[config.mk]
export PLATFORM = sky130hd
export DESIGN_NAME = quoted_argument_tokenizer_flat
export DESIGN_NICKNAME = d
export VERILOG_FILES = /design/src/rtl/core/qat_pkg.sv /design/src/rtl/core/qat_if.sv /design/src/rtl/core/quoted_argument_tokenizer.sv /design/src/rtl/core/qat_front.sv /design/src/rtl/core/qat_queue.sv /design/src/rtl/core/qat_back.sv /design/src/flat_wrapper.sv
export SDC_FILE = /design/constraint.sdc
export NUM_CORES = 1
export LEC_CHECK = 0
export BUFFER_PORTS_ARGS = -buffer_cell sky130_fd_sc_hd__buf_2
export CORE_MARGIN = 5
export CORE_UTILIZATION = 50
export DETAILED_ROUTE_END_ITERATION = 10
export GPL_TIMING_DRIVEN = 0
export PLACE_DENSITY = 0.7
export SLEW_MARGIN = 20
export SYNTH_ARGS = -nofsm -noshare
export SYNTH_HDL_FRONTEND = slang
export SYNTH_SLANG_ARGS = --single-unit
[constraint.sdc]
create_clock -name clk_i -period 7.4 [get_ports clk_i]
set_clock_uncertainty 0.2 [all_clocks]
set_input_delay 0.37 -clock clk_i [delete_from_list [all_inputs] [get_ports clk_i]]
set_output_delay 0.37 -clock clk_i [all_outputs]
set_load 0.01 [all_outputs]
[src/rtl/core/qat_pkg.sv]
// Shared types and constants for the quoted argument tokenizer.
// No dependencies; every other file of the block imports this package.
package qat_pkg;

  localparam int unsigned MAX_LINE   = 256;
  localparam int unsigned MAX_TOKENS = 64;

  localparam int unsigned CHAR_W  = 8;
  localparam int unsigned LIMIT_W = $clog2(MAX_LINE + 1);
  localparam int unsigned POS_W   = 8;
  localparam int unsigned CNT_W   = $clog2(MAX_TOKENS + 1);
  localparam int unsigned QDEPTH  = 2;
  localparam int unsigned QPTR_W  = $clog2(QDEPTH);
  localparam int unsigned QCNT_W  = $clog2(QDEPTH + 1);

  localparam logic [LIMIT_W-1:0] LIMIT_RESET = LIMIT_W'(MAX_LINE);
  localparam logic [LIMIT_W-1:0] LIMIT_MAX   = LIMIT_W'(MAX_LINE);
  localparam logic [LIMIT_W-1:0] LIMIT_MIN   = LIMIT_W'(1);
  localparam logic [CNT_W-1:0]   TOKENS_MAX  = CNT_W'(MAX_TOKENS);

  localparam logic [CHAR_W-1:0] CH_NUL   = 8'h00;
  localparam logic [CHAR_W-1:0] CH_TAB   = 8'h09;
  localparam logic [CHAR_W-1:0] CH_NL    = 8'h0A;
  localparam logic [CHAR_W-1:0] CH_SPACE = 8'h20;
  localparam logic [CHAR_W-1:0] CH_QUOTE = 8'h22;
  localparam logic [CHAR_W-1:0] CH_BSL   = 8'h5C;

  typedef enum logic [1:0] {
    KIND_NONE,
    KIND_TEXT,
    KIND_SEP,
    KIND_TERM
  } kind_e;

  typedef struct packed {
    logic              has_bs;
    kind_e             kind;
    logic [CHAR_W-1:0] ch;
  } cmd_t;

  typedef struct packed {
    logic full;
    logic empty;
  } q_status_t;

endpackage

[src/rtl/core/qat_if.sv]
// Valid/ready channel interfaces for the tokenizer input and output beats.
// Depends on qat_pkg.
interface qat_in_if;
  import qat_pkg::*;
  logic              valid;
  logic              ready;
  logic [CHAR_W-1:0] ch;
  modport source (output valid, output ch, input ready);
  modport sink (input valid, input ch, output ready);
endinterface

interface qat_out_if;
  import qat_pkg::*;
  logic              valid;
  logic              ready;
  logic [CHAR_W-1:0] out_char;
  logic [POS_W-1:0]  out_index;
  logic              arg_start;
  logic              line_done;
  logic [CNT_W-1:0]  arg_count;
  logic              count_overflow;
  modport source (output valid, output out_char, output out_index, output arg_start,
                  output line_done, output arg_count, output count_overflow,
                  input ready);
  modport sink (input valid, input out_char, input out_index, input arg_start,
                input line_done, input arg_count, input count_overflow,
                output ready);
endinterface

[src/rtl/core/quoted_argument_tokenizer.sv]
// Quoted argument tokenizer: one line byte in per beat, argument buffer writes
// out, up to two output beats per input byte. The front end takes one byte per
// cycle while the queue has room and queues a command; the back end drives
// one output beat per cycle from its output register while the sink is ready,
// so a byte that flushes a held backslash with its own write takes two beats,
// one that writes nothing none, all others one. No clearing pass after reset.
// Depends on qat_pkg, qat_if, qat_front, qat_queue, qat_back.
module quoted_argument_tokenizer (
  input  logic                        clk_i,
  input  logic                        rst_ni,
  qat_in_if.sink                      in_i,
  qat_out_if.source                   out_o,
  input  logic                        cfg_we_i,
  input  logic [qat_pkg::LIMIT_W-1:0] cfg_wdata_i
);
  import qat_pkg::*;

  logic      push, pop;
  cmd_t      push_cmd, head;
  q_status_t q_status;

  qat_front u_front (
    .clk_i       (clk_i),
    .rst_ni      (rst_ni),
    .in_i        (in_i),
    .cfg_we_i    (cfg_we_i),
    .cfg_wdata_i (cfg_wdata_i),
    .q_status_i  (q_status),
    .push_o      (push),
    .push_cmd_o  (push_cmd)
  );

  qat_queue u_queue (
    .clk_i      (clk_i),
    .rst_ni     (rst_ni),
    .push_i     (push),
    .push_cmd_i (push_cmd),
    .pop_i      (pop),
    .head_o     (head),
    .status_o   (q_status)
  );

  qat_back u_back (
    .clk_i      (clk_i),
    .rst_ni     (rst_ni),
    .head_i     (head),
    .q_status_i (q_status),
    .pop_o      (pop),
    .out_o      (out_o)
  );

  a_no_push_when_full : assert property (@(posedge clk_i) disable iff (!rst_ni)
    push |-> !q_status.full)
    else $error("command pushed into full queue");

  a_start_is_text : assert property (@(posedge clk_i) disable iff (!rst_ni)
    (out_o.valid && out_o.arg_start) |-> (out_o.out_char != CH_NUL) && !out_o.line_done)
    else $error("argument start on a zero byte");

  a_overflow_saturated : assert property (@(posedge clk_i) disable iff (!rst_ni)
    (out_o.valid && out_o.count_overflow) |-> (out_o.arg_count == TOKENS_MAX))
    else $error("overflow flagged below token limit");

  a_pop_has_entry : assert property (@(posedge clk_i) disable iff (!rst_ni)
    pop |-> !q_status.empty)
    else $error("pop from empty queue");

endmodule

[src/rtl/core/qat_front.sv]
// Front end: accepts input bytes, tracks quote/backslash/position state and
// turns each byte into a command for the back end. Depends on qat_pkg, qat_if.
module qat_front (
  input  logic                        clk_i,
  input  logic                        rst_ni,
  qat_in_if.sink                      in_i,
  input  logic                        cfg_we_i,
  input  logic [qat_pkg::LIMIT_W-1:0] cfg_wdata_i,
  input  qat_pkg::q_status_t          q_status_i,
  output logic                        push_o,
  output qat_pkg::cmd_t               push_cmd_o
);
  import qat_pkg::*;

  logic [LIMIT_W-1:0] limit_q;
  logic               quotes_q, quotes_d;
  logic               bs_q, bs_d;
  logic [POS_W-1:0]   pos_q, pos_d;
  logic [LIMIT_W-1:0] lim_eff;
  logic               accept;
  logic               at_end;
  cmd_t               cmd;

  assign in_i.ready = !q_status_i.full;
  assign accept     = in_i.valid && in_i.ready;

  always_comb begin
    if (limit_q < LIMIT_MIN) begin
      lim_eff = LIMIT_MIN;
    end else if (limit_q > LIMIT_MAX) begin
      lim_eff = LIMIT_MAX;
    end else begin
      lim_eff = limit_q;
    end
  end

  assign at_end = {1'b0, pos_q} >= (lim_eff - LIMIT_MIN);

  always_comb begin
    cmd.has_bs = 1'b0;
    cmd.kind   = KIND_NONE;
    cmd.ch     = in_i.ch;
    quotes_d   = quotes_q;
    bs_d       = 1'b0;
    pos_d      = pos_q + POS_W'(1);
    if (at_end) begin
      cmd.has_bs = bs_q && (in_i.ch != CH_QUOTE);
      cmd.kind   = KIND_TERM;
    end else if (bs_q && (in_i.ch == CH_QUOTE)) begin
      cmd.kind = KIND_TEXT;
    end else begin
      cmd.has_bs = bs_q;
      unique case (in_i.ch)
        CH_NL, CH_NUL: cmd.kind = KIND_TERM;
        CH_SPACE, CH_TAB: cmd.kind = quotes_q ? KIND_TEXT : KIND_SEP;
        CH_BSL: bs_d = 1'b1;
        CH_QUOTE: quotes_d = !quotes_q;
        default: cmd.kind = KIND_TEXT;
      endcase
    end
    if (cmd.kind == KIND_TERM) begin
      quotes_d = 1'b0;
      bs_d     = 1'b0;
      pos_d    = '0;
    end
  end

  assign push_o     = accept && (cmd.has_bs || (cmd.kind != KIND_NONE));
  assign push_cmd_o = cmd;

  always_ff @(posedge clk_i or negedge rst_ni) begin
    if (!rst_ni) begin
      limit_q  <= LIMIT_RESET;
      quotes_q <= 1'b0;
      bs_q     <= 1'b0;
      pos_q    <= '0;
    end else begin
      if (cfg_we_i) begin
        limit_q <= cfg_wdata_i;
      end
      if (accept) begin
        quotes_q <= quotes_d;
        bs_q     <= bs_d;
        pos_q    <= pos_d;
      end
    end
  end

endmodule

[src/rtl/core/qat_queue.sv]
// Two-entry command queue between front and back end.
// Depends on qat_pkg.
module qat_queue (
  input  logic               clk_i,
  input  logic               rst_ni,
  input  logic               push_i,
  input  qat_pkg::cmd_t      push_cmd_i,
  input  logic               pop_i,
  output qat_pkg::cmd_t      head_o,
  output qat_pkg::q_status_t status_o
);
  import qat_pkg::*;

  cmd_t              mem_q [QDEPTH];
  logic [QPTR_W-1:0] wr_q, rd_q;
  logic [QCNT_W-1:0] cnt_q;
  logic              do_push, do_pop;

  assign status_o.full  = (cnt_q == QCNT_W'(QDEPTH));
  assign status_o.empty = (cnt_q == '0);
  assign do_push        = push_i && !status_o.full;
  assign do_pop         = pop_i && !status_o.empty;
  assign head_o         = mem_q[rd_q];

  always_ff @(posedge clk_i) begin
    if (do_push) begin
      mem_q[wr_q] <= push_cmd_i;
    end
  end

  always_ff @(posedge clk_i or negedge rst_ni) begin
    if (!rst_ni) begin
      wr_q  <= '0;
      rd_q  <= '0;
      cnt_q <= '0;
    end else begin
      if (do_push) begin
        wr_q <= wr_q + QPTR_W'(1);
      end
      if (do_pop) begin
        rd_q <= rd_q + QPTR_W'(1);
      end
      if (do_push && !do_pop) begin
        cnt_q <= cnt_q + QCNT_W'(1);
      end else if (do_pop && !do_push) begin
        cnt_q <= cnt_q - QCNT_W'(1);
      end
    end
  end

endmodule

[src/rtl/core/qat_back.sv]
// Back end: executes queued commands, tracks output position and argument
// count, and drives the registered output beats. Depends on qat_pkg, qat_if.
module qat_back (
  input  logic               clk_i,
  input  logic               rst_ni,
  input  qat_pkg::cmd_t      head_i,
  input  qat_pkg::q_status_t q_status_i,
  output logic               pop_o,
  qat_out_if.source          out_o
);
  import qat_pkg::*;

  logic              phase_q, phase_d;
  logic              lowz_q, lowz_d;
  logic [POS_W-1:0]  opos_q, opos_d;
  logic [CNT_W-1:0]  total_q, total_d;
  logic              ovf_q, ovf_d;

  logic              ovalid_q;
  logic [CHAR_W-1:0] ochar_q, ochar_d;
  logic [POS_W-1:0]  oidx_q;
  logic              ostart_q, ostart_d;
  logic              odone_q, odone_d;
  logic [CNT_W-1:0]  ocnt_q, ocnt_d;
  logic              oovf_q, oovf_d;

  logic              can_load, fire, bs_beat;
  kind_e             beat_kind;
  logic [CHAR_W-1:0] beat_ch;

  assign can_load = !ovalid_q || out_o.ready;
  assign fire     = can_load && !q_status_i.empty;
  assign bs_beat  = !phase_q && head_i.has_bs;

  always_comb begin
    if (bs_beat) begin
      beat_kind = KIND_TEXT;
      beat_ch   = CH_BSL;
      pop_o     = fire && (head_i.kind == KIND_NONE);
      phase_d   = (head_i.kind != KIND_NONE);
    end else begin
      beat_kind = head_i.kind;
      beat_ch   = head_i.ch;
      pop_o     = fire;
      phase_d   = 1'b0;
    end
  end

  always_comb begin
    lowz_d   = lowz_q;
    opos_d   = opos_q;
    total_d  = total_q;
    ovf_d    = ovf_q;
    ochar_d  = CH_NUL;
    ostart_d = 1'b0;
    odone_d  = 1'b0;
    ocnt_d   = total_q;
    oovf_d   = ovf_q;
    case (beat_kind)
      KIND_TEXT: begin
        ochar_d  = beat_ch;
        ostart_d = lowz_q;
        if (lowz_q) begin
          if (total_q < TOKENS_MAX) begin
            total_d = total_q + CNT_W'(1);
          end else begin
            ovf_d = 1'b1;
          end
        end
        ocnt_d = total_d;
        oovf_d = ovf_d;
        lowz_d = 1'b0;
        opos_d = opos_q + POS_W'(1);
      end
      KIND_SEP: begin
        lowz_d = 1'b1;
        opos_d = opos_q + POS_W'(1);
      end
      KIND_TERM: begin
        odone_d = 1'b1;
        lowz_d  = 1'b1;
        opos_d  = '0;
        total_d = '0;
        ovf_d   = 1'b0;
      end
      default: begin
      end
    endcase
  end

  always_ff @(posedge clk_i) begin
    if (fire) begin
      ochar_q  <= ochar_d;
      oidx_q   <= opos_q;
      ostart_q <= ostart_d;
      odone_q  <= odone_d;
      ocnt_q   <= ocnt_d;
      oovf_q   <= oovf_d;
    end
  end

  always_ff @(posedge clk_i or negedge rst_ni) begin
    if (!rst_ni) begin
      ovalid_q <= 1'b0;
      phase_q  <= 1'b0;
      lowz_q   <= 1'b1;
      opos_q   <= '0;
      total_q  <= '0;
      ovf_q    <= 1'b0;
    end else begin
      if (can_load) begin
        ovalid_q <= fire && (beat_kind != KIND_NONE);
      end
      if (fire) begin
        phase_q <= phase_d;
        lowz_q  <= lowz_d;
        opos_q  <= opos_d;
        total_q <= total_d;
        ovf_q   <= ovf_d;
      end
    end
  end

  assign out_o.valid          = ovalid_q;
  assign out_o.out_char       = ochar_q;
  assign out_o.out_index      = oidx_q;
  assign out_o.arg_start      = ostart_q;
  assign out_o.line_done      = odone_q;
  assign out_o.arg_count      = ocnt_q;
  assign out_o.count_overflow = oovf_q;

endmodule

[src/flat_wrapper.sv]
// flat-port wrapper written by rule: the top's interface ports become plain ports
module quoted_argument_tokenizer_flat import qat_pkg::*;
  (clk_i, rst_ni, cfg_we_i, cfg_wdata_i, in_i_valid, in_i_ch, in_i_ready, out_o_valid, out_o_out_char, out_o_out_index, out_o_arg_start, out_o_line_done, out_o_arg_count, out_o_count_overflow, out_o_ready);
  qat_in_if in_i_i ();
  qat_out_if out_o_i ();
  input  logic clk_i;
  input  logic rst_ni;
  input  logic cfg_we_i;
  input  logic [qat_pkg::LIMIT_W-1:0] cfg_wdata_i;
  input wire logic [$bits(in_i_i.valid)-1:0] in_i_valid;
  input wire logic [$bits(in_i_i.ch)-1:0] in_i_ch;
  output wire logic [$bits(in_i_i.ready)-1:0] in_i_ready;
  output wire logic [$bits(out_o_i.valid)-1:0] out_o_valid;
  output wire logic [$bits(out_o_i.out_char)-1:0] out_o_out_char;
  output wire logic [$bits(out_o_i.out_index)-1:0] out_o_out_index;
  output wire logic [$bits(out_o_i.arg_start)-1:0] out_o_arg_start;
  output wire logic [$bits(out_o_i.line_done)-1:0] out_o_line_done;
  output wire logic [$bits(out_o_i.arg_count)-1:0] out_o_arg_count;
  output wire logic [$bits(out_o_i.count_overflow)-1:0] out_o_count_overflow;
  input wire logic [$bits(out_o_i.ready)-1:0] out_o_ready;
  assign in_i_i.valid = in_i_valid;
  assign in_i_i.ch = in_i_ch;
  assign in_i_ready = in_i_i.ready;
  assign out_o_valid = out_o_i.valid;
  assign out_o_out_char = out_o_i.out_char;
  assign out_o_out_index = out_o_i.out_index;
  assign out_o_arg_start = out_o_i.arg_start;
  assign out_o_line_done = out_o_i.line_done;
  assign out_o_arg_count = out_o_i.arg_count;
  assign out_o_count_overflow = out_o_i.count_overflow;
  assign out_o_i.ready = out_o_ready;
  quoted_argument_tokenizer u_core (.clk_i(clk_i), .rst_ni(rst_ni), .in_i(in_i_i), .out_o(out_o_i), .cfg_we_i(cfg_we_i), .cfg_wdata_i(cfg_wdata_i));
endmodule
; ---- Yosys cells after proc, flatten, opt, wreduce, memory -nomap -nowiden
; Memory sizes are Yosys's and may differ from the RTL's.
; Index checks and enable logic that the tools add are counted.
[totals]
regBits = 68
mem_bits_rw = 22
input_bits = 22
out_inout_bits = 28
elab_cells = 124
mem_count = 1
[classes]
n_addsub = 8
order_cmp = 4
eq_ne = 13
n_mux = 35
bitwise_logic = 1
n_reduce_logical = 42
[memory_table]
columns = memory, words, word_bits, rd, rd_clocked_by_memory_dff, wr, line
row1 = u_core.u_queue.mem_q, 2, 11, 1, 0, 1, qat_queue.sv:14  ; cmd_t mem_q [QDEPTH];
[ops]
columns = cell, n
row1 = two-way mux 7 bit, 4
row2 = two-way mux 9 bit, 2
row3 = two-way mux 1 bit, 17
row4 = "adder 8 x 1 -> 8 bit, second input constant", 2
row5 = "== test 8 x 4 -> 1 bit, second input constant", 2
row6 = "== test 8 x 6 -> 1 bit, second input constant", 2
row7 = case mux 8 bit (2 select lines), 1
row8 = nonzero test 2 bit, 8
row9 = case mux 7 bit (2 select lines), 1
row10 = logical AND 1 bit, 12
row11 = OR reduction 2 bit, 6
row12 = two-way mux 2 bit, 5
row13 = >= comparator 8 x 9 -> 1 bit, 1
row14 = "> comparator 9 bit, second input constant", 1
row15 = "less-than comparator 9 x 1 -> 1 bit, second input constant", 1
row16 = "subtractor 9 x 1 -> 9 bit, second input constant", 1
row17 = "== test 2 bit, second input constant", 4
row18 = "== test 8 x 7 -> 1 bit, second input constant", 1
row19 = zero test 8 bit, 1
row20 = two-way mux 8 bit, 1
row21 = "!= test 8 x 6 -> 1 bit, second input constant", 1
row22 = "adder 7 x 1 -> 7 bit, second input constant", 1
row23 = zero test 1 bit, 7
row24 = "less-than comparator 7 bit, second input constant", 1
row25 = other kinds (13), 20

; ---- Longest topological paths before layout
; Gate-level depths: netlist (run 1).
[depth]
ltp_word = 14
ltp_mapped = 18
mapped_depth_nobuf = 18

; ---- By module
; From an unflattened synthesis (run 1), not the netlist that was laid out.
[hier_totals]
cells_unflattened = 371
hier_area_um2 = 4389.2
[modules_own_cells]
columns = module, n_inst, cells_each, area_per_inst_um2, seq_area_each_um2
row1 = qat_back, 1, 170, 2043.2, 1257.5
row2 = qat_front, 1, 148, 1343.8, 476.7
row3 = qat_queue, 1, 53, 1002.2, 760.7

; ---- Worst setup path before layout (run 1)
; Ideal clock, no wire load.
[synth_path]
kind = register to register
start = reg u_core.u_front.limit_q[5]
end = mem u_core.u_queue.mem_q[0][0] (netlist name), enable pin
setup_time_ns = 0.380
arrival_ns = 3.552
t_required_ns = 6.820
setup_slack_ns = 3.269
stages_incl_launch_ff = 16
path_buffers = 0
period_less_slack_ns = 4.131
cell_sequence = dfrtp_1 -> nor4_4 -> nor3b_4 -> nor2b_1 -> o21ai_0 -> ha_1 -> nor2b_1 -> a31oi_1 -> o21ai_0 -> ha_1 -> and3_1 -> nand3_1 -> o21ai_1 -> a21oi_4 -> a21oi_2 -> nor2b_1
[synth_via]
elab_chain_len = 12
word_cells_on_any_way = 13
classes_between = add/sub (1) / order compare (3) / mux (5) / reduce/logical (4)
[synth_lines]
columns = element, line
row1 = start: declaration, qat_front.sv:15  ; logic [LIMIT_W-1:0] limit_q;
row2 = start signal: assignment, qat_front.sv:79  ; limit_q <= cfg_wdata_i;
row3 = > comparator 9 bit, qat_front.sv:30  ; end else if (limit_q > LIMIT_MAX) begin
row4 = two-way mux 9 bit, qat_front.sv:30
row5 = two-way mux 9 bit *, qat_front.sv:28  ; if (limit_q < LIMIT_MIN) begin
row6 = subtractor 9 x 1 -> 9 bit *, qat_front.sv:37  ; assign at_end = {1'b0, pos_q} >= (lim_eff - LIMIT_MIN);
row7 = >= comparator 8 x 9 -> 1 bit *, qat_front.sv:37
row8 = two-way mux 3 bit *, qat_front.sv:46  ; if (at_end) begin
row9 = nonzero test 2 bit, qat_front.sv:68  ; assign push_o = accept && (cmd.has_bs || (cmd.kind != KIND_NONE));
row10 = logical OR 1 bit *, qat_front.sv:68
row11 = logical AND 1 bit *, qat_front.sv:68
row12 = logical AND 1 bit *, qat_queue.sv:21  ; assign do_push = push_i && !status_o.full;
row13 = named net u_core.u_queue.do_push, qat_queue.sv:17  ; logic do_push, do_pop;
row14 = two-way mux 1 bit *, qat_queue.sv:26  ; if (do_push) begin
row15 = two-way mux 1 bit (not written as such) *, qat_queue.sv:27  ; mem_q[wr_q] <= push_cmd_i;
row16 = end: declaration, qat_queue.sv:14
; The timed path passes the listed nets; every way through them passes the cells marked *.

; ---- Worst setup path in the final report (run 1)
[layout_path]
start = reg u_core.u_front.limit_q[4]
end = mem u_core.u_queue.mem_q[0][9] (netlist name), enable pin
; The elaborated chain is that of the path after synthesis.

==> results of run 1 <==
[power by group through the flow]
stage | logic (mW) | registers [mW] | clock network, mW
global route | 0.610 | 0.827 | 0.358
detailed placement | 0.540 | 0.817 | 0
CTS | 0.544 | 0.806 | 0.335
finish | 0.535 | 0.805 | 0.330
floorplan | 0.339 | 0.840 | 0
global placement | 0.529 | 0.813 | 0
[layout make-up]
| class | count | share of cell area |
|---|---|---|
| tap | 105 | 0.0275 |
| multi-input combinational | 241 | 0.337 |
| clock buffer | 12 | 0.0348 |
| sequential | 90 | 0.522 |
| clock inverter | 4 | 0.00655 |
| timing repair buffer | 50 | 0.0582 |
| inverter | 10 | 0.00786 |
| buffer | 6 | 0.00550 |
[synth_stat cells (7+ instances only)]
library cell / number
sky130_fd_sc_hd__inv_1: 10
sky130_fd_sc_hd__nand4_1: 10
sky130_fd_sc_hd__mux2i_1: 10
sky130_fd_sc_hd__ha_1: 13
sky130_fd_sc_hd__nand2_1: 27
sky130_fd_sc_hd__nand3_1: 11
sky130_fd_sc_hd__dfrtp_1: 40
sky130_fd_sc_hd__edfxtp_1: 48
sky130_fd_sc_hd__nor2_1: 42
sky130_fd_sc_hd__a21oi_1: 9
sky130_fd_sc_hd__xor2_1: 18
sky130_fd_sc_hd__mux2_2: 9
sky130_fd_sc_hd__nand2b_1: 8
sky130_fd_sc_hd__o21ai_0: 12
sky130_fd_sc_hd__nor2b_1: 7
[per-layer routing]
metal  vias to the layer above  wire length (um)  part of all wire  GRT usage
met3                         8               334             0.048     0.0262
met1                      1295              3280              0.47      0.199
li1                       1377                 -                 -          -
met2                        56              3340              0.47      0.244
met5                         -                 0                 0          0
met4                         0                71             0.010     0.0593
[state kept, by name (all words and copies together), names as in the netlist]
signal	count
u_core.u_front.pos_q	8
u_core.u_back.phase_q	1
u_core.u_back.out_o.arg_count	7
u_core.u_queue.mem_q	22
u_core.u_back.out_o.count_overflow	1
u_core.u_back.out_o.out_char	8
u_core.u_back.ovf_q	1
u_core.u_back.out_o.line_done	1
u_core.u_front.limit_q	9
u_core.u_queue.wr_q	1
u_core.u_back.lowz_q	1
u_core.u_back.total_q	7
u_core.u_back.out_o.out_index	8
u_core.u_queue.rd_q	1
u_core.u_back.out_o.valid	1
u_core.u_front.quotes_q	1
u_core.u_front.bs_q	1
u_core.u_back.out_o.arg_start	1
u_core.u_queue.cnt_q	2
u_core.u_back.opos_q	8
[worst max-delay path by stage]
stage / end / cells past startpoint
final: u_core.u_queue.mem_q[0][9]$_DFFE_PP_ / 15
after global routing: u_core.u_queue.mem_q[0][6]$_DFFE_PP_ / 15
after CTS: u_core.u_queue.mem_q[0][9]$_DFFE_PP_ / 15
after detailed placement: u_core.u_queue.mem_q[0][5]$_DFFE_PP_ / 15
after global placement: u_core.u_queue.mem_q[0][0]$_DFFE_PP_ / 15
after floorplan: u_core.u_queue.mem_q[0][0]$_DFFE_PP_ / 15
[critical path, cell delays in order (launching register included)]
cell	delay (ns)
sky130_fd_sc_hd__dfrtp_1	0.46
sky130_fd_sc_hd__nor4_4	0.33
sky130_fd_sc_hd__nor3b_4	0.28
sky130_fd_sc_hd__nor2b_1	0.14
sky130_fd_sc_hd__o21ai_0	0.15
sky130_fd_sc_hd__ha_1	0.31
sky130_fd_sc_hd__nor2b_1	0.19
sky130_fd_sc_hd__a31oi_1	0.16
sky130_fd_sc_hd__o21ai_0	0.11
sky130_fd_sc_hd__ha_1	0.30
sky130_fd_sc_hd__and3_1	0.17
sky130_fd_sc_hd__nand3_1	0.08
sky130_fd_sc_hd__o21ai_1	0.30
sky130_fd_sc_hd__a21oi_4	0.16
sky130_fd_sc_hd__a21oi_2	0.25
sky130_fd_sc_hd__nor2b_1	0.75
[kinds of logic after synthesis]
group / Yosys count / share of synthesized area
compound gates: 55 / 0.0912
xor+xnor: 24 / 0.0504
fa+ha+maj: 13 / 0.0390
buf+inv: 16 / 0.0153
flops: 90 / 0.598
mux: 20 / 0.0510
simple gates: 129 / 0.155
[through the flow]
step / total power, mW / hold slack, ns / cell area [um^2] / utilization / setup slack [ns]
3_5_place_dp: 1.36 / 0.260 / 4540 / 0.555 / 2.68
4_1_cts: 1.69 / 0.0176 / 4750 / 0.581 / 2.60
3_3_place_gp: 1.34 / 0.257 / 4540 / 0.555 / 2.66
5_1_grt: 1.79 / 0.0355 / 4780 / 0.584 / 2.25
6_report: 1.67 / 0.0256 / 4780 / 0.584 / 2.69
2_1_floorplan: 1.18 / -0.126 / 4170 / - / 3.27
==> qor_table.md, run 1 <==
| Step | Metric | Reported |
| --- | --- | --- |
| outcome | Outcome | finished, final reports clean |
| clock network | Total setup buffers inserted after CTS | 0 |
| clock network | Number of gates given a new drive strength after cts | 0 |
| critical path | Start of the worst register-to-register path | u_core.u_front.limit_q[4]$_DFFE_PN0P_ |
| cells and area | Fraction of final layout cells sized beyond drive strength 1 | 0.215 |
| yosys | Total nets after synthesis | 382 |
| sta | F_max | 212 MHz |
| sta | Part of the cycle the worst path needs | 0.637 |
| floorplan | Row cnt | 33 |
| sta | Least-Margin Pin Slew | 0.958 ns |
| floorplan | Starting density of the core | 0.510 |
| clock network | Root Buffer | sky130_fd_sc_hd__clkbuf_8 |
| place | RePlAce Congestion | 0.798 |
| yosys | Mean instance size in the synthesized netlist | 12.0 um^2 |
| sta | Number of max-slew violations in the final report | 0 |
| cells and area | Area of the multi-input gates | 0.00161 mm^2 |
| critical path | Type of element capturing the critical path | flip-flop |
| critical path | Slack of the worst reg-to-reg path | 2.69 ns |
| cells and area | Final-stage net count | 443 |
| critical path | CP max FO | 11 |
| min path | Worst Hold End | u_core.u_front.limit_q[8]$_DFFE_PN1P_ |
| power | Cell internal pwr | 1.08 mW |
| route | Pre-Repair DR Iteration Count | 4 |
| yosys | Post-Syn Instances | 347 |
| grt | Wire length of the first global-routing pass | 12300 um |
| place | Number of input and output port buffers inserted | 48 |
| power | Peak ir drop on the vdd network | 0.135 mV |
| min path | Startpoint of the worst hold path | cfg_wdata_i[8] |
| power | Switching Share | 0.352 |
| sta | Shortest period the worst path allows | 4.71 ns |
| power | Static leakage | 2.09 nW |
| cells and area | Non-filler cells, final | 518 |
| critical path | Source of the critical timing path | u_core.u_front.limit_q[4]$_DFFE_PN0P_ |
| route | Routed vias | 2736 |
| grt | Pin count of the biggest net entering global routing | 43 |
| clock network | Clock latency of the later-clocked register in the worst-skew pair | 0.35 ns |
| floorplan | Area of the core region | 0.00818 mm^2 |
| route | DRC | 0 |
| grt | Number of global-route vias before repair | 2721 |
| sta | Slew headroom | 0.357 |
| yosys | Synth Register Bits | 90 |
| clock network | H-tree level count | 3 |
| floorplan | DIE AREA | 0.0103 mm^2 |
| critical path | Worst EP required | 7.18 ns |
| floorplan | Die extent in y | 101 um |
| flow run | Max-capacitance violation count | 0 |
| power | Clk pwr share | 0.197 |
| yosys | Synth area leaders | sky130_fd_sc_hd__edfxtp_1 (35%), sky130_fd_sc_hd__dfrtp_1 (24%), sky130_fd_sc_hd__ha_1 (3.9%), sky130_fd_sc_hd__nor2_1 (3.8%), sky130_fd_sc_hd__xor2_1 (3.8%) |
| yosys | Post-synth cell types | 47 |
| min path | Class of the tightest hold or removal check | in2reg |
| route | DRT iter0 DRCs | 77 |
| critical path | Reg2Reg Depth | 15 |
| sta | Final number of hold-violating endpoints | 0 |
| yosys | Yosys warns | 0 |
| cells and area | Number of antenna repair diodes | 0 |
| clock network | TritonCTS clock tree | done |
| power | Power density over the cells | 350 mW/mm^2 |
| route | Wire length reported by the detailed router | 7030 um |
| route | Average detailed-routed wire length per instance | 13.6 um |
| clock network | Total CTS buffers | 9 |
| yosys | Yosys top cell area share | 0.346 |
| clock network | Sink Count | 90 |
| cells and area | Commonest cells after routing, fill and taps aside | sky130_fd_sc_hd__buf_2 (51), sky130_fd_sc_hd__edfxtp_1 (48), sky130_fd_sc_hd__nor2_1 (42) |
| yosys | Dominant register cell in the synthesized netlist | sky130_fd_sc_hd__edfxtp_1 |
| yosys | Post-synthesis cell area | 0.00417 mm^2 |
| clock network | Worst-case clock buffer depth | 2 |
| grt | Number of antenna violations at the first check in global routing | 0 |
| critical path | Crit start category | flip-flop |
| place | Final HPWL DP | 5000 um |
| floorplan | Number of placed I/O pins | 50 |
| sta | Setup total negative slack | 0 ns |
| grt | Global routing usage summed across all routing layers | 0.150 |
| yosys | Sequential area share after synthesis | 0.598 |
| yosys | Async set or reset register ratio after synthesis | 0.467 |
| cells and area | Area growth from synthesis to layout | 14.6% |
| yosys | EDFF count, synth | 48 |
| clock network | Clock transition at the registers of the reported paths | 0.09 ns |
| sta | RSZ-0062 raised after global routing | no |
| power | Portion of total power attributed to sequential cells | 0.482 |
| power | Reported net switching power | 0.588 mW |
| route | Mean number of vias per cell | 5.28 |
| critical path | Crit Path Class | reg2reg |
| clock network | Hold-fix buffers, CTS | 1 |
| route | Antenna violation net count after detailed routing | 0 |
| cells and area | Commonest non-fill, non-tap cell in the layout | sky130_fd_sc_hd__buf_2 |
| cells and area | Layout fillers | 683 |
| critical path | Arrival @ worst endpoint | 4.49 ns |
| critical path | Worst r2r dst | u_core.u_queue.mem_q[0][9]$_DFFE_PP_ |
| grt | GR Overflow Total | 0 |
| floorplan | Die span in x | 101 um |
| power | Combinational share of power | 0.321 |
| min path | Number of cells on the worst hold path | 3 |
| sta | Final-report setup violation count | 0 |
| yosys | Largest area contributor in the netlist | sky130_fd_sc_hd__edfxtp_1 |
| place | Dpl cells | 500 |
| cells and area | Register area | 0.00249 mm^2 |
No activity file was read; power rests on OpenSTA's default activity.
==> run 2, diff against run 1 <==
==> constraint.sdc (replaced) <==
create_clock -name clk_i -period 4.8 [get_ports clk_i]
set_clock_uncertainty 0.2 [all_clocks]
set_input_delay 0.24 -clock clk_i [delete_from_list [all_inputs] [get_ports clk_i]]
set_output_delay 0.24 -clock clk_i [all_outputs]
set_load 0.01 [all_outputs]
==> run 2 against run 1 <==
Net effect: register-to-register slack worse by 2.3 ns; global-route usage is 0.66 points higher; critical path type unchanged; combinational power is 58% higher; routed wire length is 4.6% higher; highest routed layer unchanged; largest cell class unchanged; die area stayed put.
==> qor_table.md, run 2 (synthesis results as in run 1) <==
| Step | Metric | Reported |
| --- | --- | --- |
| outcome | Outcome | finished, final reports clean |
| grt | Wire length of the first global-routing pass | 12900 um |
| min path | Number of cells on the worst hold path | 3 |
| power | Peak ir drop on the vdd network | 0.211 mV |
| cells and area | Non-filler cells, final | 538 |
| flow run | Max-capacitance violation count | 0 |
| floorplan | DIE AREA | 0.0103 mm^2 |
| clock network | Root Buffer | sky130_fd_sc_hd__clkbuf_8 |
| critical path | Delay of the slowest cell on the worst path | 0.47 ns |
| sta | Shortest period the worst path allows | 4.37 ns |
| sta | F_max | 229 MHz |
| sta | Worst hold slack | 0.0903 ns |
| power | Clk pwr share | 0.196 |
| grt | Number of global-route vias before repair | 2807 |
| critical path | Crit start category | flip-flop |
| min path | Class of the tightest hold or removal check | in2reg |
| critical path | Type of element capturing the critical path | flip-flop |
| place | RePlAce Congestion | 0.798 |
| critical path | Reg2Reg Depth | 15 |
| critical path | CP max FO | 11 |
| sta | Number of max-slew violations in the final report | 0 |
| route | Antenna violation net count after detailed routing | 0 |
| grt | Number of antenna violations at the first check in global routing | 0 |
| floorplan | Row cnt | 33 |
| place | Final HPWL DP | 5000 um |
| clock network | H-tree level count | 3 |
| clock network | Clock transition at the registers of the reported paths | 0.10 ns |
| power | Reported net switching power | 0.914 mW |
| floorplan | Die span in x | 101 um |
| route | Routed vias | 2802 |
| power | Total Power | 2.60 mW |
| floorplan | Area of the core region | 0.00818 mm^2 |
| route | Pre-Repair DR Iteration Count | 4 |
| critical path | Slowest cell on the critical path | sky130_fd_sc_hd__and2_1 |
| cells and area | Final-stage net count | 463 |
| sta | Final number of hold-violating endpoints | 0 |
| critical path | Worst EP required | 4.59 ns |
| power | Portion of total power attributed to sequential cells | 0.479 |
| floorplan | Number of placed I/O pins | 50 |
| clock network | Clock latency of the later-clocked register in the worst-skew pair | 0.35 ns |
| critical path | Cell-by-cell trace of the critical path | nor4_4 -> nor3b_4 -> nor2b_1 -> o21ai_0 -> ha_1 -> nor2b_1 -> a31oi_1 -> o21ai_0 -> ha_1 -> and3_1 -> nand3_1 -> o21ai_1 -> a21oi_4 -> a21oi_2 -> and2_1 |
| clock network | Worst-case clock buffer depth | 2 |
| critical path | Largest delay share family, worst path | simple AND/OR/NAND/NOR gates |
| sta | Setup total negative slack | 0 ns |
| route | Average detailed-routed wire length per instance | 13.7 um |
| cells and area | Area growth from synthesis to layout | 19.4% |
| cells and area | Commonest non-fill, non-tap cell in the layout | sky130_fd_sc_hd__buf_2 |
| critical path | Bufs and invs on worst path | 0 |
| power | Combinational share of power | 0.325 |
| route | Mean number of vias per cell | 5.21 |
| place | Number of input and output port buffers inserted | 48 |
| cells and area | Commonest cells after routing, fill and taps aside | sky130_fd_sc_hd__buf_2 (51), sky130_fd_sc_hd__edfxtp_1 (48), sky130_fd_sc_hd__nor2_1 (42) |
| clock network | Sink Count | 90 |
| cells and area | Number of antenna repair diodes | 0 |
| route | DRC | 0 |
| route | DRT iter0 DRCs | 113 |
| clock network | Total CTS buffers | 9 |
| cells and area | Post-route cell area | 0.00498 mm^2 |
| power | Switching Share | 0.352 |
| power | Static leakage | 2.17 nW |
| floorplan | Die extent in y | 101 um |
| cells and area | Number of flip-flops under the largest register name | 22 |
| route | Wire length reported by the detailed router | 7350 um |
| sta | RSZ-0062 raised after global routing | no |
| cells and area | Register bank with the most flops | u_core.u_queue.mem_q |
| grt | Global routing usage summed across all routing layers | 0.156 |
| grt | GR Overflow Total | 0 |
| sta | Slew headroom | 0.352 |
| sta | Final-report setup violation count | 0 |
| critical path | Arrival @ worst endpoint | 4.16 ns |
| clock network | TritonCTS clock tree | done |
| power | Cell internal pwr | 1.68 mW |
| place | Dpl cells | 500 |
| sta | Least-Margin Pin Slew | 0.967 ns |
| cells and area | Registers with the most flip-flops | u_core.u_queue.mem_q x22, u_core.u_front.limit_q x9 |
| critical path | Crit Path Class | reg2reg |
| place | Instance area at placement | 0.00454 mm^2 |
| cells and area | Fraction of final layout cells sized beyond drive strength 1 | 0.212 |
| floorplan | Starting density of the core | 0.510 |
| power | Power density over the cells | 522 mW/mm^2 |
| grt | Pin count of the biggest net entering global routing | 43 |
| sta | Part of the cycle the worst path needs | 0.910 |
| critical path | Cell count along the critical path | 15 |
run 2: cell count changes in the layout (fill, tap and decap cells not counted):
cell / delta
sky130_fd_sc_hd__dlygate4sd3_1: +18
sky130_fd_sc_hd__buf_4: +2
sky130_fd_sc_hd__nor2b_1: -1
sky130_fd_sc_hd__nor2b_4: +1
run 2: per-stage QoR:
| step | setup slack [ns] | util |
|---|---|---|
| finish | 0.432 | 0.609 |
| detailed placement | 0.0845 | 0.555 |
| CTS | 0.00454 | 0.603 |
| floorplan | 0.669 | - |
| global route | 0.0245 | 0.609 |
| global placement | 0.0553 | 0.555 |
run 2: final cells by class:
cell class                 instances  area [um^2]
inverter                          10         37.5
fill                             671         3200
sequential                        90         2490
clock buffer                      12          166
tap                              105          131
timing repair buffer              70          473
buffer                             6         26.3
multi-input combinational        241         1620
clock inverter                     4         31.3
run 2: power groups by stage:
stage               Combinational (mW)  Sequential [mW]  Clock (mW)
finish                           0.843             1.24       0.509
global route                     0.960             1.28       0.550
CTS                              0.850             1.24       0.517
detailed placement               0.832             1.26           0
global placement                 0.815             1.25           0
floorplan                        0.523             1.29           0
run 2: worst paths after layout:
path / startpoint / endpoint / slack, ns
setup / recovery: u_core.u_front.limit_q[4]$_DFFE_PN0P_ / u_core.u_queue.mem_q[1][4]$_DFFE_PP_ / 0.43
hold / removal: cfg_we_i / u_core.u_front.limit_q[8]$_DFFE_PN1P_ / 0.09
setup reg to reg: u_core.u_front.limit_q[4]$_DFFE_PN0P_ / u_core.u_queue.mem_q[1][4]$_DFFE_PP_ / 0.43
hold reg to reg: u_core.u_back.opos_q[7]$_DFFE_PN0P_ / u_core.u_back.out_o.out_index[7]$_DFFE_PP_ / 0.28
max in group asynchronous: rst_ni / u_core.u_back.lowz_q$_DFFE_PN1P_ / 3.66
min in group asynchronous: rst_ni / u_core.u_front.limit_q[7]$_DFFE_PN0P_ / 0.17
run 2: metal layers:
| layer | wire length (um) | global-route usage | vias up | part of all wire |
|---|---|---|---|---|
| li1 | - | - | 1414 | - |
| met1 | 3400 | 0.207 | 1337 | 0.46 |
| met2 | 3620 | 0.260 | 46 | 0.49 |
| met3 | 259 | 0.0255 | 5 | 0.035 |
| met4 | 63 | 0.0583 | 0 | 0.0086 |
| met5 | 0 | 0 | - | 0 |
run 2: repair_timing:
action,CTS,global route
setup endpoints to repair,0,23
buffers inserted,0,2
hold endpoints to repair,66,0
resized for setup,0,2
hold buffers,19,0
run 2: worst reg2reg max path, delay by kind of cell, from the launching register on:
kind,cells,cell delay (ns)
compound gates,6,1.08
fa+ha+maj,2,0.61
flops,1,0.46
simple gates,7,1.67
==> run 3, diff against run 2 <==
--- a/config.mk
+++ b/config.mk
@@ -7,10 +7,10 @@
 export LEC_CHECK = 0
 export BUFFER_PORTS_ARGS = -buffer_cell sky130_fd_sc_hd__buf_2
 export CORE_MARGIN = 5
-export CORE_UTILIZATION = 50
+export CORE_UTILIZATION = 58
 export DETAILED_ROUTE_END_ITERATION = 10
 export GPL_TIMING_DRIVEN = 0
-export PLACE_DENSITY = 0.7
+export PLACE_DENSITY = 0.8
 export SLEW_MARGIN = 20
 export SYNTH_ARGS = -nofsm -noshare
 export SYNTH_HDL_FRONTEND = slang
==> run 3 against run 2 <==
Net effect: first-iteration DRC count did not move; design area down 0.75%; final cell count is 0.93% lower; sequential power hardly changed; register-to-register slack worse by 0.15 ns; critical endpoint is now u_core.u_queue.cnt_q[1]$_DFFE_PN0P_; clock power decreased by 9.0%; maximum frequency down 3.2%; sequential share of layout area rose by 0.38 points; power decreased by 1.4%; setup slack lost 0.15 ns.
==> qor_table.md, run 3 (synthesis results as in run 1) <==
| Step | Metric | Reported |
| --- | --- | --- |
| place | Instance area at placement | 0.00453 mm^2 |
| sta | Least-Margin Pin Slew | 0.994 ns |
| floorplan | Area of the core region | 0.00714 mm^2 |
| floorplan | DIE AREA | 0.00898 mm^2 |
| sta | Setup total negative slack | 0 ns |
| sta | Slew headroom | 0.336 |
| route | Average detailed-routed wire length per instance | 14.3 um |
| cells and area | Fraction of final layout cells sized beyond drive strength 1 | 0.219 |
| cells and area | Register bank with the most flops | u_core.u_queue.mem_q |
| floorplan | Die extent in y | 94.8 um |
| power | Static leakage | 2.17 nW |
| grt | Global routing usage summed across all routing layers | 0.188 |
| route | Mean number of vias per cell | 5.40 |
| route | DRT iter0 DRCs | 113 |
| cells and area | Number of flip-flops under the largest register name | 22 |
| floorplan | Starting density of the core | 0.584 |
| cells and area | Final-stage net count | 464 |
| critical path | Delay of the slowest cell on the worst path | 0.45 ns |
| place | Number of input and output port buffers inserted | 48 |
| cells and area | Commonest cells after routing, fill and taps aside | sky130_fd_sc_hd__buf_2 (51), sky130_fd_sc_hd__edfxtp_1 (48), sky130_fd_sc_hd__nor2_1 (42) |
| clock network | Root Buffer | sky130_fd_sc_hd__clkbuf_8 |
| critical path | Cell-by-cell trace of the critical path | nor4_4 -> nor3b_4 -> nor2b_1 -> o21ai_0 -> ha_1 -> nor2b_1 -> a31oi_1 -> o21ai_0 -> ha_1 -> a21o_1 -> a221oi_1 -> o21ai_1 -> a21oi_4 -> a21oi_2 -> ha_1 -> xor2_1 -> nor2_1 -> xor2_1 |
| cells and area | Number of antenna repair diodes | 0 |
| clock network | Clock latency of the later-clocked register in the worst-skew pair | 0.35 ns |
| critical path | Crit Path Class | reg2reg |
| cells and area | Area growth from synthesis to layout | 18.5% |
| clock network | Total CTS buffers | 9 |
| route | Pre-Repair DR Iteration Count | 4 |
| critical path | Cell occurring most often along the worst timing path | sky130_fd_sc_hd__ha_1 |
| critical path | Worst r2r dst | u_core.u_queue.cnt_q[1]$_DFFE_PN0P_ |
| clock network | Sink Count | 90 |
| place | RePlAce Congestion | 0.793 |
| cells and area | Area of the multi-input gates | 0.00162 mm^2 |
| critical path | Source of the critical timing path | u_core.u_front.limit_q[5]$_DFFE_PN0P_ |
| route | Routed vias | 2877 |
| sta | Final-report setup violation count | 0 |
| critical path | Slack of the worst reg-to-reg path | 0.29 ns |
| grt | GR Overflow Total | 0 |
| sta | Final number of hold-violating endpoints | 0 |
| min path | Class of the tightest hold or removal check | in2reg |
| flow run | Max-capacitance violation count | 0 |
| floorplan | Number of placed I/O pins | 50 |
| sta | F_max | 222 MHz |
| cells and area | Layout fillers | 548 |
| cells and area | Registers with the most flip-flops | u_core.u_queue.mem_q x22, u_core.u_front.limit_q x9 |
| critical path | Worst Setup EP | u_core.u_queue.cnt_q[1]$_DFFE_PN0P_ |
| grt | Pin count of the biggest net entering global routing | 43 |
| cells and area | Commonest non-fill, non-tap cell in the layout | sky130_fd_sc_hd__buf_2 |
| critical path | Worst EP required | 4.87 ns |
| critical path | Crit start category | flip-flop |
| route | DRC | 0 |
| sta | Number of max-slew violations in the final report | 0 |
| clock network | H-tree level count | 3 |
| power | Power density over the cells | 518 mW/mm^2 |
| sta | Worst hold slack | 0.137 ns |
| outcome | Outcome | finished, final reports clean |
| floorplan | Row cnt | 31 |
| grt | Number of global-route vias before repair | 2855 |
| place | Final HPWL DP | 5380 um |
| min path | Number of cells on the worst hold path | 3 |
| sta | Shortest period the worst path allows | 4.51 ns |
| grt | Number of antenna violations at the first check in global routing | 0 |
| critical path | Arrival @ worst endpoint | 4.59 ns |
| grt | Wire length of the first global-routing pass | 13100 um |
| critical path | Reg2Reg Depth | 18 |
| route | Wire length reported by the detailed router | 7610 um |
| power | Total Power | 2.56 mW |
| cells and area | Post-route cell area | 0.00494 mm^2 |
| cells and area | Final Core Density | 0.692 |
| floorplan | Die span in x | 94.8 um |
| clock network | Worst-case clock buffer depth | 2 |
| cells and area | Register area | 0.00249 mm^2 |
| sta | Part of the cycle the worst path needs | 0.940 |
| critical path | Type of element capturing the critical path | flip-flop |
| clock network | Clock transition at the registers of the reported paths | 0.09 ns |
| clock network | TritonCTS clock tree | done |
| critical path | Slowest cell on the critical path | sky130_fd_sc_hd__dfrtp_1 |
| critical path | Start of the worst register-to-register path | u_core.u_front.limit_q[5]$_DFFE_PN0P_ |
| critical path | CP max FO | 7 |
| route | Antenna violation net count after detailed routing | 0 |
| power | Peak ir drop on the vdd network | 0.233 mV |
==> run 3: cell types whose count changed in the layout (fill, tap and decap cells not counted), sizes merged <==
cell / change
buf: +1
inv: -1
clkinv: +3
clkbuf: -2
==> run 3: worst max-delay path, delay by kind of cell (launching register included) <==
family / cells / cell delay, ns
AO/OA/AOI/OAI: 8 / 1.52
XOR/XNOR: 2 / 0.30
adder cells (fa/ha/maj): 3 / 0.85
flip-flops: 1 / 0.45
AND/OR/NAND/NOR: 5 / 1.10
==> run 3: routing by layer <==
metal	vias to the layer above	global-route usage	wire length (um)
li1	1415	-	-
met1	1394	0.237	3190
met2	59	0.320	3980
met3	9	0.0359	315
met4	0	0.0733	124
met5	-	0	0
==> run 3: worst min path at each step <==
stage / from / endpoint / slack (ns)
2_1_floorplan: rst_ni / u_core.u_back.opos_q[0]$_DFFE_PN0P_ / -0.26
3_3_place_gp: rst_ni / u_core.u_back.opos_q[4]$_DFFE_PN0P_ / 0.24
3_5_place_dp: rst_ni / u_core.u_back.opos_q[4]$_DFFE_PN0P_ / 0.24
4_1_cts: cfg_we_i / u_core.u_front.limit_q[8]$_DFFE_PN1P_ / 0.09
5_1_grt: cfg_we_i / u_core.u_front.limit_q[8]$_DFFE_PN1P_ / 0.15
6_report: cfg_we_i / u_core.u_front.limit_q[8]$_DFFE_PN1P_ / 0.14
==> run 3: cell type report <==
class / instances / area share
clock inverters: 6 / 0.00836
multi-input cells: 241 / 0.328
clock buffers: 10 / 0.0279
flip-flops and latches: 90 / 0.505
plain buffers: 6 / 0.00532
repair buffers: 71 / 0.0932
inverters: 10 / 0.00760
well taps: 99 / 0.0251
==> run 3: repair_timing <==
item / 4_1_cts / 5_1_grt
pin swaps: 0 / 1
setup endpoints to repair: 11 / 23
buffers inserted: 0 / 4
gates resized for setup: 1 / 2
hold buffers: 19 / 0
hold endpoints to repair: 66 / 0
==> run 3: report_power, final <==
group	total, mW	internal [mW]	switching [mW]
Clock	0.463	0.203	0.260
Sequential	1.25	1.11	0.140
Combinational	0.849	0.335	0.513
==> run 3: through the flow <==
stage,cells,setup slack [ns]
global placement,494,0.114
finish,533,0.286
floorplan,347,0.669
detailed placement,494,-0.000794
CTS,529,0.204
global route,533,-0.00458
